--- config.mk ---
export PLATFORM = sky130hd
export DESIGN_NAME = stress_tier_packet_policer_top
export DESIGN_NICKNAME = d
export VERILOG_FILES = /design/src/rtl/stpp_pkg.sv /design/src/rtl/stpp_front.sv /design/src/rtl/stpp_queue.sv /design/src/rtl/stpp_back.sv /design/src/rtl/stress_tier_packet_policer_top.sv
export VERILOG_INCLUDE_DIRS = /design/src /design/src/rtl
export SDC_FILE = /design/constraint.sdc
export NUM_CORES = 2
export LEC_CHECK = 0
export BUFFER_PORTS_ARGS = -buffer_cell sky130_fd_sc_hd__buf_2
export CELL_PAD_IN_SITES_DETAIL_PLACEMENT = 1
export CELL_PAD_IN_SITES_GLOBAL_PLACEMENT = 2
export CORE_UTILIZATION = 39
export DETAILED_ROUTE_END_ITERATION = 7
export GPL_TIMING_DRIVEN = 0
export MAX_ROUTING_LAYER = met4
export PLACE_DENSITY = 0.82
export SYNTH_ARGS = -nofsm -noshare
export SYNTH_HDL_FRONTEND = slang
export SYNTH_SLANG_ARGS = --single-unit
--- constraint.sdc ---
create_clock -name clk -period 8.4 [get_ports clk]
set_input_delay 0.42 -clock clk [delete_from_list [all_inputs] [get_ports clk]]
set_output_delay 0.42 -clock clk [all_outputs]
set_load 0.03 [all_outputs]
--- src/rtl/assert_macros.svh ---
// ---------------------------------------------------------------------------
// assert_macros.svh
// Assertion macros used by the policer top level. They compile away in synthesis.
// ---------------------------------------------------------------------------
`ifndef ASSERT_MACROS_SVH
`define ASSERT_MACROS_SVH

`ifndef SYNTHESIS

// Property must hold at every clock edge outside reset
`define ASSERT_HOLDS(lbl, clk, rstn, prop, msg) \
	lbl: assert property (@(posedge clk) disable iff (!(rstn)) (prop)) else $error(msg);

// Antecedent in one cycle implies consequent in the same cycle
`define ASSERT_IMPLIES(lbl, clk, rstn, ante, cons, msg) \
	lbl: assert property (@(posedge clk) disable iff (!(rstn)) (ante) |-> (cons)) else $error(msg);

`else

`define ASSERT_HOLDS(lbl, clk, rstn, prop, msg)
`define ASSERT_IMPLIES(lbl, clk, rstn, ante, cons, msg)

`endif

`endif

--- src/rtl/stpp_pkg.sv ---
// ---------------------------------------------------------------------------
// stpp_pkg
// Types, codes and the tier classifier of the stress-tier packet policer.
// ---------------------------------------------------------------------------
package stpp_pkg;

	// Tier codes
	localparam logic [1:0] TIER_VITAL    = 2'd0;
	localparam logic [1:0] TIER_NORMAL   = 2'd1;
	localparam logic [1:0] TIER_DEFER    = 2'd2;
	localparam logic [1:0] TIER_EARLY    = 2'd3;

	// Event slot codes
	localparam logic [2:0] SLOT_VITAL_PASS     = 3'd0;
	localparam logic [2:0] SLOT_NORMAL_PASS    = 3'd1;
	localparam logic [2:0] SLOT_NORMAL_THROTTLE = 3'd2;
	localparam logic [2:0] SLOT_DEFER_PASS     = 3'd3;
	localparam logic [2:0] SLOT_DEFER_THROTTLE = 3'd4;
	localparam logic [2:0] SLOT_DEFER_DROP     = 3'd5;
	localparam logic [2:0] SLOT_NONE           = 3'd6;
	localparam int         SLOT_COUNT          = 6;

	// Stress states
	localparam logic [1:0] MODE_CALM     = 2'd0;
	localparam logic [1:0] MODE_ALERT    = 2'd1;
	localparam logic [1:0] MODE_FIGHT    = 2'd2;
	localparam logic [1:0] MODE_RECOVERY = 2'd3;

	// Configuration register indexes
	localparam int         CFG_INDEX_BITS       = 8;
	localparam int         CFG_DATA_BITS        = 7;
	localparam logic [7:0] CFG_STRESS_STATE     = 8'd0;
	localparam logic [7:0] CFG_NORMAL_FIGHT_PCT = 8'd1;
	localparam logic [7:0] CFG_DEFER_ALERT_PCT  = 8'd2;
	localparam logic [7:0] CFG_DEFER_RECOV_PCT  = 8'd3;

	// Header constants
	localparam logic [15:0] ETHER_IPV4   = 16'h0800;
	localparam logic [7:0]  PROTO_ICMP   = 8'd1;
	localparam logic [7:0]  PROTO_TCP    = 8'd6;
	localparam logic [7:0]  PROTO_UDP    = 8'd17;
	localparam logic [15:0] ETH_LEN      = 16'd14;
	localparam logic [15:0] ETH_IPV4_LEN = 16'd34;
	localparam logic [6:0]  TCP_LEN      = 7'd20;
	localparam logic [6:0]  UDP_LEN      = 7'd8;

	// Well-known ports
	localparam logic [15:0] SVC_DNS      = 16'd53;
	localparam logic [15:0] SVC_SSH      = 16'd22;
	localparam logic [15:0] SVC_HTTP     = 16'd80;
	localparam logic [15:0] SVC_HTTPS    = 16'd443;
	localparam logic [15:0] SVC_MESH     = 16'd8144;
	localparam logic [15:0] SVC_STUN     = 16'd3478;
	localparam logic [15:0] SVC_CTRL     = 16'd8766;
	localparam logic [15:0] SVC_NTP      = 16'd123;
	localparam logic [15:0] SVC_SMTP     = 16'd25;
	localparam logic [15:0] SVC_SMTP_SUB = 16'd587;
	localparam logic [15:0] SVC_PRIV_END = 16'd1024;

	// Throttle roll: x / 100 = (x * DIV100_MAGIC) >> DIV100_SHIFT for 32-bit x
	localparam logic [31:0] DIV100_MAGIC = 32'h51EB851F;
	localparam int          DIV100_SHIFT = 37;
	localparam int          ROLL_BITS    = 7;

	// Queue between classifier and counter stage
	localparam int QUEUE_DEPTH = 4;
	localparam int QUEUE_PTR_BITS = $clog2(QUEUE_DEPTH);

	typedef struct packed {
		logic [1:0] stress_state;
		logic [6:0] normal_fight_pct;
		logic [6:0] defer_alert_pct;
		logic [6:0] defer_recovery_pct;
	} cfg_t;

	typedef struct packed {
		logic       drop;
		logic [1:0] tier;
		logic [2:0] slot;
	} item_t;

	// Sort a packet into a tier by protocol and ports
	function automatic logic [1:0] tier_of(input logic [15:0] dp, input logic [15:0] sp,
			input logic [7:0] proto);
		logic [1:0] t;
		t = TIER_DEFER;
		if (proto == PROTO_ICMP) begin
			t = TIER_VITAL;
		end else if (dp == SVC_DNS || sp == SVC_DNS || dp == SVC_SSH) begin
			t = TIER_VITAL;
		end else if (dp == SVC_MESH || sp == SVC_MESH || dp == SVC_STUN ||
				sp == SVC_STUN || dp == SVC_CTRL || sp == SVC_CTRL) begin
			t = TIER_VITAL;
		end else if (dp == SVC_NTP || sp == SVC_NTP) begin
			t = TIER_VITAL;
		end else if (dp == SVC_HTTP || dp == SVC_HTTPS || sp == SVC_HTTP ||
				sp == SVC_HTTPS) begin
			t = TIER_NORMAL;
		end else if (dp == SVC_SMTP || dp == SVC_SMTP_SUB) begin
			t = TIER_NORMAL;
		end else if (sp > SVC_PRIV_END && dp < SVC_PRIV_END) begin
			t = TIER_NORMAL;
		end
		return t;
	endfunction

endpackage

--- src/rtl/stpp_front.sv ---
// ---------------------------------------------------------------------------
// stpp_front
// Accepts header summaries, classifies them and makes the throttle decision
// over two pipeline stages, then pushes the verdict into the queue.
// ---------------------------------------------------------------------------
module stpp_front (
	input  logic              clk,
	input  logic              arst_n,
	input  logic              in_valid,
	output logic              in_stall,
	input  logic [15:0]       ether_type,
	input  logic [7:0]        ip_protocol,
	input  logic [3:0]        ip_header_words,
	input  logic [15:0]       frame_bytes,
	input  logic [31:0]       source_address,
	input  logic [15:0]       source_port,
	input  logic [15:0]       dest_port,
	input  logic [63:0]       arrival_time_ns,
	input  stpp_pkg::cfg_t    cfg,
	output logic              push,
	output stpp_pkg::item_t   push_item,
	input  logic              full
);
	import stpp_pkg::*;

	logic                  v_s1, v_s2;
	logic                  early_s1, early_s2;
	logic [1:0]            tier_s1, tier_s2;
	logic [31:0]           mix_s1;
	logic [ROLL_BITS-1:0]  mix_lo_s2;
	logic [ROLL_BITS-1:0]  quot_lo_s2;
	logic                  load_s1, load_s2;
	logic                  is_l4, is_tcp, early;
	logic [6:0]            need;
	logic [15:0]           sp, dp;
	logic [63:0]           mix_wide;
	logic [63:0]           prod;
	logic [12:0]           quot_x100;
	logic [ROLL_BITS-1:0]  roll;

	// Stall the input when the first stage cannot move on
	assign load_s2  = !v_s2 || !full;
	assign load_s1  = !v_s1 || load_s2;
	assign in_stall = !load_s1;
	assign push     = v_s2 && !full;

	// Classify: early pass on short or non-IPv4 frames
	assign is_tcp = (ip_protocol == PROTO_TCP);
	assign is_l4  = is_tcp || (ip_protocol == PROTO_UDP);
	assign need   = 7'(ETH_LEN) + {1'b0, ip_header_words, 2'b00} + (is_tcp ? TCP_LEN : UDP_LEN);
	assign early  = (frame_bytes < ETH_LEN) || (ether_type != ETHER_IPV4) ||
		(frame_bytes < ETH_IPV4_LEN) || (is_l4 && (16'(need) > frame_bytes));
	assign sp = is_l4 ? source_port : 16'd0;
	assign dp = is_l4 ? dest_port : 16'd0;
	assign mix_wide = arrival_time_ns ^ 64'(source_address) ^ (arrival_time_ns >> 17);

	// Stage 1: register classification and throttle entropy
	always_ff @(posedge clk or negedge arst_n) begin
		if (!arst_n) begin
			v_s1 <= 1'b0;
		end else if (load_s1) begin
			v_s1 <= in_valid;
		end
	end

	always_ff @(posedge clk) begin
		if (load_s1) begin
			early_s1 <= early;
			tier_s1  <= tier_of(dp, sp, ip_protocol);
			mix_s1   <= mix_wide[31:0];
		end
	end

	// Stage 2: quotient by 100 through reciprocal multiply, keep low bits only
	assign prod = 64'(mix_s1) * 64'(DIV100_MAGIC);

	always_ff @(posedge clk or negedge arst_n) begin
		if (!arst_n) begin
			v_s2 <= 1'b0;
		end else if (load_s2) begin
			v_s2 <= v_s1;
		end
	end

	always_ff @(posedge clk) begin
		if (load_s2) begin
			early_s2   <= early_s1;
			tier_s2    <= tier_s1;
			mix_lo_s2  <= mix_s1[ROLL_BITS-1:0];
			quot_lo_s2 <= prod[DIV100_SHIFT +: ROLL_BITS];
		end
	end

	// Remainder below 100 fits in seven bits, so modular arithmetic suffices
	assign quot_x100 = {quot_lo_s2, 6'b0} + {1'b0, quot_lo_s2, 5'b0} + {4'b0, quot_lo_s2, 2'b0};
	assign roll      = mix_lo_s2 - quot_x100[ROLL_BITS-1:0];

	// Apply the stress decision matrix
	always_comb begin
		push_item.drop = 1'b0;
		push_item.tier = tier_s2;
		push_item.slot = SLOT_NONE;
		if (early_s2) begin
			push_item.tier = TIER_EARLY;
		end else begin
			case (tier_s2)
				TIER_VITAL: begin
					push_item.slot = SLOT_VITAL_PASS;
				end
				TIER_NORMAL: begin
					if (cfg.stress_state == MODE_FIGHT && roll >= cfg.normal_fight_pct) begin
						push_item.slot = SLOT_NORMAL_THROTTLE;
						push_item.drop = 1'b1;
					end else begin
						push_item.slot = SLOT_NORMAL_PASS;
					end
				end
				default: begin
					if (cfg.stress_state == MODE_FIGHT) begin
						push_item.slot = SLOT_DEFER_DROP;
						push_item.drop = 1'b1;
					end else if (cfg.stress_state == MODE_ALERT &&
							roll >= cfg.defer_alert_pct) begin
						push_item.slot = SLOT_DEFER_THROTTLE;
						push_item.drop = 1'b1;
					end else if (cfg.stress_state == MODE_RECOVERY &&
							roll >= cfg.defer_recovery_pct) begin
						push_item.slot = SLOT_DEFER_THROTTLE;
						push_item.drop = 1'b1;
					end else begin
						push_item.slot = SLOT_DEFER_PASS;
					end
				end
			endcase
		end
	end

endmodule

--- src/rtl/stpp_queue.sv ---
// ---------------------------------------------------------------------------
// stpp_queue
// Short FIFO of verdicts between the classifier and the counter stage.
// ---------------------------------------------------------------------------
module stpp_queue (
	input  logic            clk,
	input  logic            arst_n,
	input  logic            push,
	input  stpp_pkg::item_t push_item,
	output logic            full,
	input  logic            pop,
	output stpp_pkg::item_t pop_item,
	output logic            empty
);
	import stpp_pkg::*;

	item_t                     entry_q [QUEUE_DEPTH];
	logic [QUEUE_PTR_BITS-1:0] wr_ptr_q, rd_ptr_q;
	logic [QUEUE_PTR_BITS:0]   count_q;

	assign full     = (count_q == (QUEUE_PTR_BITS+1)'(QUEUE_DEPTH));
	assign empty    = (count_q == '0);
	assign pop_item = entry_q[rd_ptr_q];

	// Store the incoming verdict
	always_ff @(posedge clk) begin
		if (push) begin
			entry_q[wr_ptr_q] <= push_item;
		end
	end

	// Advance pointers and track fill level
	always_ff @(posedge clk or negedge arst_n) begin
		if (!arst_n) begin
			wr_ptr_q <= '0;
			rd_ptr_q <= '0;
			count_q  <= '0;
		end else begin
			if (push) begin
				wr_ptr_q <= wr_ptr_q + 1'b1;
			end
			if (pop) begin
				rd_ptr_q <= rd_ptr_q + 1'b1;
			end
			if (push && !pop) begin
				count_q <= count_q + 1'b1;
			end else if (pop && !push) begin
				count_q <= count_q - 1'b1;
			end
		end
	end

endmodule

--- src/rtl/stpp_back.sv ---
// ---------------------------------------------------------------------------
// stpp_back
// Pops verdicts, bumps the matching event counter and holds the result
// transaction in an output register.
// ---------------------------------------------------------------------------
module stpp_back #(
	parameter int COUNTER_BITS = 64
) (
	input  logic            clk,
	input  logic            arst_n,
	input  logic            empty,
	output logic            pop,
	input  stpp_pkg::item_t head,
	output logic            out_valid,
	input  logic            out_stall,
	output logic            drop,
	output logic [1:0]      tier,
	output logic [2:0]      stat_slot,
	output logic [63:0]     stat_count
);
	import stpp_pkg::*;

	logic [COUNTER_BITS-1:0] cnt_q [SLOT_COUNT];
	logic [COUNTER_BITS-1:0] cnt_next;
	logic                    counted;
	logic                    out_valid_q;
	logic                    drop_q;
	logic [1:0]              tier_q;
	logic [2:0]              slot_q;
	logic [63:0]             count_q;

	// Take the next verdict when the output register is free or draining
	assign pop     = !empty && (!out_valid_q || !out_stall);
	assign counted = (head.slot != SLOT_NONE);
	assign cnt_next = counted ? cnt_q[head.slot] + 1'b1 : '0;

	// Bump the event counter of this verdict
	always_ff @(posedge clk or negedge arst_n) begin
		if (!arst_n) begin
			for (int i = 0; i < SLOT_COUNT; i++) begin
				cnt_q[i] <= '0;
			end
		end else if (pop && counted) begin
			cnt_q[head.slot] <= cnt_next;
		end
	end

	// Hold the result until taken
	always_ff @(posedge clk or negedge arst_n) begin
		if (!arst_n) begin
			out_valid_q <= 1'b0;
		end else if (pop) begin
			out_valid_q <= 1'b1;
		end else if (!out_stall) begin
			out_valid_q <= 1'b0;
		end
	end

	always_ff @(posedge clk) begin
		if (pop) begin
			drop_q  <= head.drop;
			tier_q  <= head.tier;
			slot_q  <= head.slot;
			count_q <= 64'(cnt_next);
		end
	end

	assign out_valid  = out_valid_q;
	assign drop       = drop_q;
	assign tier       = tier_q;
	assign stat_slot  = slot_q;
	assign stat_count = count_q;

endmodule

--- src/rtl/stress_tier_packet_policer_top.sv ---
// ---------------------------------------------------------------------------
// stress_tier_packet_policer_top
// Classifies packet header summaries into tiers, polices them by stress state
// and keeps six wrapping event counters.
// ---------------------------------------------------------------------------
//   channel   handshake              payload
//   input     in_valid / in_stall    ether_type .. arrival_time_ns
//   result    out_valid / out_stall  drop, tier, stat_slot, stat_count
//   config    cfg_wr_en              cfg_index, cfg_data
//
// One transaction per cycle sustained while out_stall is low; a result is registered
// through stage one (loaded on the accepting edge), stage two, the queue and the
// output register, in that order.
// The reciprocal multiply in the second classifier stage sets the clock path.
// Reset clears counters, pipeline valids, the queue and loads register defaults.
// A stalled output fills the queue, then the classifier, then stalls the input.
// ---------------------------------------------------------------------------
`include "assert_macros.svh"

module stress_tier_packet_policer_top #(
	parameter int COUNTER_BITS = 64
) (
	input  logic                                clk,
	input  logic                                arst_n,
	input  logic                                in_valid,
	output logic                                in_stall,
	input  logic [15:0]                         ether_type,
	input  logic [7:0]                          ip_protocol,
	input  logic [3:0]                          ip_header_words,
	input  logic [15:0]                         frame_bytes,
	input  logic [31:0]                         source_address,
	input  logic [15:0]                         source_port,
	input  logic [15:0]                         dest_port,
	input  logic [63:0]                         arrival_time_ns,
	output logic                                out_valid,
	input  logic                                out_stall,
	output logic                                drop,
	output logic [1:0]                          tier,
	output logic [2:0]                          stat_slot,
	output logic [63:0]                         stat_count,
	input  logic                                cfg_wr_en,
	input  logic [stpp_pkg::CFG_INDEX_BITS-1:0] cfg_index,
	input  logic [stpp_pkg::CFG_DATA_BITS-1:0]  cfg_data
);
	import stpp_pkg::*;

	cfg_t  cfg_q;
	logic  push, full, pop, empty;
	item_t push_item, head;

	// Write configuration registers
	always_ff @(posedge clk or negedge arst_n) begin
		if (!arst_n) begin
			cfg_q.stress_state       <= MODE_CALM;
			cfg_q.normal_fight_pct   <= 7'd75;
			cfg_q.defer_alert_pct    <= 7'd50;
			cfg_q.defer_recovery_pct <= 7'd75;
		end else if (cfg_wr_en) begin
			case (cfg_index)
				CFG_STRESS_STATE:     cfg_q.stress_state       <= cfg_data[1:0];
				CFG_NORMAL_FIGHT_PCT: cfg_q.normal_fight_pct   <= cfg_data;
				CFG_DEFER_ALERT_PCT:  cfg_q.defer_alert_pct    <= cfg_data;
				CFG_DEFER_RECOV_PCT:  cfg_q.defer_recovery_pct <= cfg_data;
				default: begin
				end
			endcase
		end
	end

	stpp_front u_front (
		.clk             (clk),
		.arst_n          (arst_n),
		.in_valid        (in_valid),
		.in_stall        (in_stall),
		.ether_type      (ether_type),
		.ip_protocol     (ip_protocol),
		.ip_header_words (ip_header_words),
		.frame_bytes     (frame_bytes),
		.source_address  (source_address),
		.source_port     (source_port),
		.dest_port       (dest_port),
		.arrival_time_ns (arrival_time_ns),
		.cfg             (cfg_q),
		.push            (push),
		.push_item       (push_item),
		.full            (full)
	);

	stpp_queue u_queue (
		.clk       (clk),
		.arst_n    (arst_n),
		.push      (push),
		.push_item (push_item),
		.full      (full),
		.pop       (pop),
		.pop_item  (head),
		.empty     (empty)
	);

	stpp_back #(
		.COUNTER_BITS (COUNTER_BITS)
	) u_back (
		.clk        (clk),
		.arst_n     (arst_n),
		.empty      (empty),
		.pop        (pop),
		.head       (head),
		.out_valid  (out_valid),
		.out_stall  (out_stall),
		.drop       (drop),
		.tier       (tier),
		.stat_slot  (stat_slot),
		.stat_count (stat_count)
	);

	// Early pass and the uncounted slot always travel together
	`ASSERT_HOLDS(a_early_slot, clk, arst_n,
		!out_valid || ((tier == TIER_EARLY) == (stat_slot == SLOT_NONE)),
		"early pass and uncounted slot disagree")
	// A drop comes only from a throttle or drop slot
	`ASSERT_IMPLIES(a_drop_slot, clk, arst_n, out_valid && drop,
		stat_slot == SLOT_NORMAL_THROTTLE || stat_slot == SLOT_DEFER_THROTTLE ||
		stat_slot == SLOT_DEFER_DROP, "drop without a drop slot")
	// Vital traffic always passes into its own slot
	`ASSERT_IMPLIES(a_vital_pass, clk, arst_n, out_valid && tier == TIER_VITAL,
		!drop && stat_slot == SLOT_VITAL_PASS, "vital packet not passed")

endmodule
## Word level (Yosys, flattened, before mapping)

Memory sizes are Yosys's and may differ from the RTL's.
Cells that the tools add are included.

- Div/mod/pow operators: 0
- Eq/ne operators: 31
- $lt $le $gt $ge: 10
- Reduce and logical (&&, ||, !) cells: 49
- Shift-type cells: 0
- $add $sub $neg: 10
- Multipliers: 1
- Muxes and demuxes: 32
- Bitwise gates (word level): 3

Operators with widths:

| operator | number |
|---|---|
| bitwise mux 384 bit | 1 |
| two-way mux 64 bit | 4 |
| binary-select mux 64 bit (select 3 bit) | 1 |
| demux 64 bit (select 3 bit) | 1 |
| adder 64 x 1 -> 64 bit (second input constant) | 1 |
| == test 16 x 7 -> 1 bit (second input constant) | 4 |
| bitwise XOR 32 bit | 2 |
| multiplier 32 x 31 -> 42 bit (second input constant) | 1 |
| == test 16 x 12 -> 1 bit (second input constant) | 2 |
| == test 16 x 13 -> 1 bit (second input constant) | 2 |
| == test 16 x 14 -> 1 bit (second input constant) | 2 |
| == test 16 x 5 -> 1 bit (second input constant) | 2 |
| == test 16 x 6 -> 1 bit (second input constant) | 2 |
| == test 16 x 9 -> 1 bit (second input constant) | 2 |
| two-way mux 16 bit | 2 |
| adder 7 bit | 3 |
| greater-or-equal comparator 7 bit | 3 |
| logical OR 1 bit | 19 |
| two-way mux 3 bit | 6 |
| == test 16 x 10 -> 1 bit (second input constant) | 1 |
| == test 8 x 1 -> 1 bit (second input constant) | 2 |
| == test 8 x 2 -> 1 bit (second input constant) | 2 |
| > comparator 16 x 11 -> 1 bit (second input constant) | 1 |
| > comparator 7 x 16 -> 1 bit | 1 |
| other kinds (33) | 69 |

- Flip-flop bits (word level): 537
- Logic and storage cells: 165
- Memories kept: 1
- Output and inout port bits: 72
- Memory bits (read-only): 0
- Bits in writable memories: 24
- Bits of input ports: 192
- Latch bits: 0

Memory list:

| memory | depth | bits a word | read ports | clocked after memory_dff | wr ports | line | source |
|---|---|---|---|---|---|---|---|
| u_queue.entry_q | 4 | 6 | 1 | 0 | 1 | stpp_queue.sv:17 | `item_t entry_q [QUEUE_DEPTH];` |

## Logic depth before layout (Yosys ltp)

- Depth in word-level cells: 10
- Depth in mapped cells: 24
- Depth with buffers taken out: 24

## Hierarchy

Synthesis repeated with hierarchy kept, for this count alone.

- Cells, all modules: 3697
- Area, all modules: 39609.2 sq um

Modules (own cells, without submodules):

| module | times used | cells an instance | area each (sq um) | seq. area each (sq um) |
|---|---|---|---|---|
| stpp_back | 1 | 1958 | 21319.2 | 11736.3 |
| stpp_front | 1 | 1620 | 16096.7 | 1551.5 |
| stpp_queue | 1 | 66 | 1262.5 | 895.9 |
| stress_tier_packet_policer_top | 1 | 53 | 930.9 | 589.3 |

## Worst setup path before layout

OpenSTA, ideal clock, no wires.

- Path kind: flip-flop to flip-flop
- Start point: reg u_front.mix_s1[8]
- End point: reg u_front.quot_lo_s2[1] (data pin)
- Arrival time: 6462 ps
- Buffers on the path: 0
- Library setup time: 258 ps
- Period minus slack after synthesis: 6720 ps
- Required time: 8142 ps
- Slack: 1680 ps
- Cell stages (with the launch flop): 25
- Cells stage by stage: edfxtp_1 -> ha_1 -> inv_1 -> fa_1 -> inv_1 -> fa_1 -> inv_1 -> fa_1 -> inv_1 -> fa_1 -> fa_1 -> fa_1 -> inv_1 -> fa_1 -> inv_1 -> ha_1 -> nand3_1 -> nor2_1 -> a221o_1 -> o31ai_1 -> a31oi_1 -> o21a_1 -> a21o_1 -> a21oi_1 -> xnor2_1

- Word-level cells in the longest chain between the ends: 1

Ends and longest elaborated chain:

| element | line | source |
|---|---|---|
| start: declaration | stpp_front.sv:29 | `logic [31:0] mix_s1;` |
| start signal: assignment | stpp_front.sv:70 | `mix_s1 <= mix_wide[31:0];` |
| multiplier 32 x 31 -> 42 bit | stpp_front.sv:75 | `assign prod = 64'(mix_s1) * 64'(DIV100_MAGIC);` |
| net u_front.prod[38] | stpp_front.sv:37 | `logic [63:0] prod;` |
| end signal: assignment | stpp_front.sv:90 | `quot_lo_s2 <= prod[DIV100_SHIFT +: ROLL_BITS];` |
| end: declaration | stpp_front.sv:31 | `logic [ROLL_BITS-1:0] quot_lo_s2;` |

The timed path passes the listed nets, and every way through them passes these cells.
A chain may end at the register's enable or synchronous reset.

## Worst setup path in the final report

- Start point: reg u_front.mix_s1[8]
- End point: reg u_front.quot_lo_s2[3] (data pin)

The elaborated chain is that of the path after synthesis.

==> results.py <==
metrics = {
    "logic_synthesis": {
        "synth_edf_count": 144,
        "syn_inst": 3853,
        "synth.cell_area_mm2": 0.0397,
        "seq_area_frac_synth_pct": 37.3,
        "synthTopCellsByArea": "dfrtp_1 (26%), fa_1 (15%), edfxtp_1 (11%)",
        "avgSynthCellArea_um2": 10.3,
        "yosysWarningCount": 0,
        "synth_ff_type": "dfrtp_1",
        "ys_types": 96,
        "ys_top_cells_by_count": "inv_1 (683), nand2_1 (487), dfrtp_1 (406), fa_1 (307), ha_1 (302)",
        "syn-num-nets": 4654,
        "async_flop_share_pct": 74.3,
        "synth_largest_area_cell": "dfrtp_1",
        "synth.top_cell.area_share_pct": 25.6,
        "yosysMostFrequentCell": "inv_1",
        "ys_seq_elements": 561,
    },
    "critical_path": {
        "endpoint_kind": "flip-flop",
        "cp-start-kind": "flip-flop",
        "timing.rr.start": "u_front.mix_s1[8]",
        "r2r_slack_ns": 0.37,
        "rr_endpoint": "u_front.quot_lo_s2[3]",
        "reg2regPathDepth": 24,
        "critPathKind": "flip-flop to flip-flop",
        "path_max_fanout": 10,
        "crit_arrival_ns": 8.35,
        "worstPathRequired_ns": 8.73,
    },
    "timing": {
        "clock.fmax_mhz": 125,
        "relSlewSlack_pct": 3.27,
        "min_period_ns": 8.03,
        "setup_violations": 0,
        "hold-worst-slack_ns": 0.0422,
        "rsz0062_at_grt": "no",
        "hold_viol_final": 0,
        "worst_slack_ns": 0.374,
        "tightest_slew_ns": 1.44,
        "min_period_over_period_pct": 95.5,
        "finClkSkew_ns": 0.0308,
        "drv_slew": 0,
        "fin_tns_setup_ns": 0,
    },
    "place": {
        "dp.cells": 5464,
        "pre_cts_ws_ns": 0.0315,
        "place.gp.congestion": 0.919,
        "dpl.hpwl_mm": 97.6,
        "port_buffers": 247,
    },
    "hold_path": {
        "worst_hold_path.endpoint": "cfg_q[5]",
        "hold_class": "input port to flip-flop",
        "hold_path_startpoint": "cfg_data[5]",
        "hold_depth": 2,
    },
    "drt": {
        "drc": 0,
        "wl_mm": 130,
        "vias_per_cell": 5.28,
        "drt.antenna.violating_nets": 0,
        "routedWlPerCell_um": 23.2,
        "drt_iter0_drc": 1702,
        "num_vias": 29621,
        "drtPass1Iterations": 7,
    },
    "floorplan": {
        "die_y_um": 321,
        "die-area_mm2": 0.103,
        "start_util_pct": 39.5,
        "core_area_mm2": 0.100,
        "ios": 264,
        "rows": 116,
        "fp.dieW_um": 321,
    },
    "job": {
        "maxCapViolCount": 0,
    },
    "clocking": {
        "cts_root_buffer": "clkbuf_16",
        "clockBufferDepth": 3,
        "h-tree-depth": 3,
        "cts_tree": "done",
        "cts_buffers": 70,
        "clock_sinks": 561,
        "cts.clk_slew.worst_paths_ns": 0.06,
        "clock_latency_ns": 0.65,
    },
    "global_route": {
        "antenna_found_initial": 10,
        "grt_pass1_wl_mm": 200,
        "top_usage_layer": "met2",
        "met1_usage_pct": 32.7,
        "grt_usage_pct": 26.6,
        "met3_usage_pct": 3.28,
        "grtUsageMet2_pct": 45.5,
        "grt_pass1_vias": 32373,
        "grt_max_degree": 113,
        "overflow": 0,
    },
    "final_layout": {
        "areaGrowthSynthToFinish_pct": 14.4,
        "fillers": 11360,
        "drive_gt1_share_pct": 13.1,
        "final_cells": 5609,
        "multiInputGateArea_mm2": 0.0215,
        "fin_nets": 4987,
        "seqCellArea_mm2": 0.0148,
    },
    "outcome": {
        "outcome": "completed",
    },
}
routing by layer:
metal | vias to the layer above | wire (µm)
met5 | - | 0
met4 | 0 | 4300
met3 | 225 | 6030
met2 | 761 | 65600
met1 | 15271 | 54400
li1 | 13364 | -
final cells by class:
cell class                      count  share of cell area [%]
Tap cell                         1357                    3.74
Sequential cell                   561                    32.6
Timing Repair Buffer              261                    3.25
Multi-Input combinational cell   2450                    47.5
Clock buffer                       92                    4.31
Clock inverter                     37                    1.18
Inverter                          686                    5.69
Buffer                            156                    1.71
Antenna cell                        9                  0.0497
timing repair:
item                                    in CTS  in global routing
resized for setup                            0                  3
endpoints found under the setup margin       4                  5
endpoints found under the hold margin      217                  0
pin swaps                                    0                  0
hold buffers                                 3                  0
buffers inserted                             4                  0
registers in the layout, summed over array words and instances, names as in the netlist, 3 cells and up:
name,flops
u_front.quot_lo_s2,5
u_back.stat_count,64
u_queue.entry_q,24
u_back.cnt_q,384
u_front.mix_lo_s2,7
cfg_q,23
u_queue.count_q,3
u_back.stat_slot,3
u_front.mix_s1,32
critical path, cell delays in order, from the launching register on:
cell and delay (ns):
edfxtp_1 0.68, ha_1 0.56, inv_1 0.10, fa_1 0.54, inv_1 0.06, fa_1 0.49, inv_1 0.05, fa_1 0.48
inv_1 0.06, fa_1 0.55, fa_1 0.54, fa_1 0.56, inv_1 0.06, fa_1 0.52, inv_1 0.07, ha_1 0.31
nand3_1 0.13, nor2_1 0.13, a221o_1 0.19, o31ai_2 0.11, a31oi_2 0.38, o211ai_1 0.15, a21boi_0 0.33, nor2_1 0.09
xnor2_1 0.56
metrics by stage:
step                utilization, %  instance area [µm²]
finish                        45.2                45400
global route                  45.2                45400
CTS                           45.1                45300
detailed placement            42.6                42800
global placement              42.4                42600
floorplan                        -                39700
how the worst max path moves through the flow:
stage	slack (ns)	startpoint	endpoint
finish	0.37	u_front.mix_s1[8]	u_front.quot_lo_s2[3]
CTS	0.04	u_front.mix_s1[8]	u_front.quot_lo_s2[1]
global route	0.04	u_front.mix_s1[8]	u_front.quot_lo_s2[3]
global placement	-2.02	arst_n	u_back.cnt_q[232]
detailed placement	0.03	u_front.mix_s1[6]	u_front.quot_lo_s2[1]
floorplan	1.68	u_front.mix_s1[8]	u_front.quot_lo_s2[1]
cell usage in the layout (no fill, tap or decap), types with 11 or more instances in the layout:
cell type / Yosys / layout
o21ai_1: 16 / 16
ha_1: 302 / 302
dfrtp_1: 406 / 406
nor4_1: 36 / 36
and3_1: 12 / 12
xnor2_1: 110 / 110
fa_1: 307 / 307
a21oi_1: 53 / 53
nand2b_1: 33 / 33
buf_2: 20 / 266
inv_1: 683 / 683
nand3_1: 26 / 26
buf_6: 11 / 11
xor2_1: 38 / 38
o31a_1: 21 / 21
o31ai_1: 62 / 61
nor3_1: 51 / 51
dfstp_2: 11 / 11
buf_4: 14 / 18
or3_1: 11 / 11
clkbuf_16: 0 / 71
nand4_1: 15 / 15
edfxtp_1: 144 / 144
o22ai_1: 24 / 24
o21ai_0: 269 / 269
nor2_1: 115 / 115
mux2i_1: 150 / 150
a31oi_1: 20 / 18
mux2_2: 62 / 62
nand2_1: 487 / 487
clkbuf_1: 105 / 115
a21o_1: 32 / 32
cells by family after synthesis:
kind of cell	after synthesis	share of synthesized area (%)
AND/OR/NAND/NOR	872	10.4
buffers and inverters	842	8.46
adder cells (fa/ha/maj)	609	25.0
AO/OA/AOI/OAI	596	9.36
flip-flops	561	37.3
multiplexers	224	6.14
XOR/XNOR	149	3.31
Power is left out: the tool's default activity adds up to more than one toggle a clock period on the data nets, which glitch-free logic cannot reach.
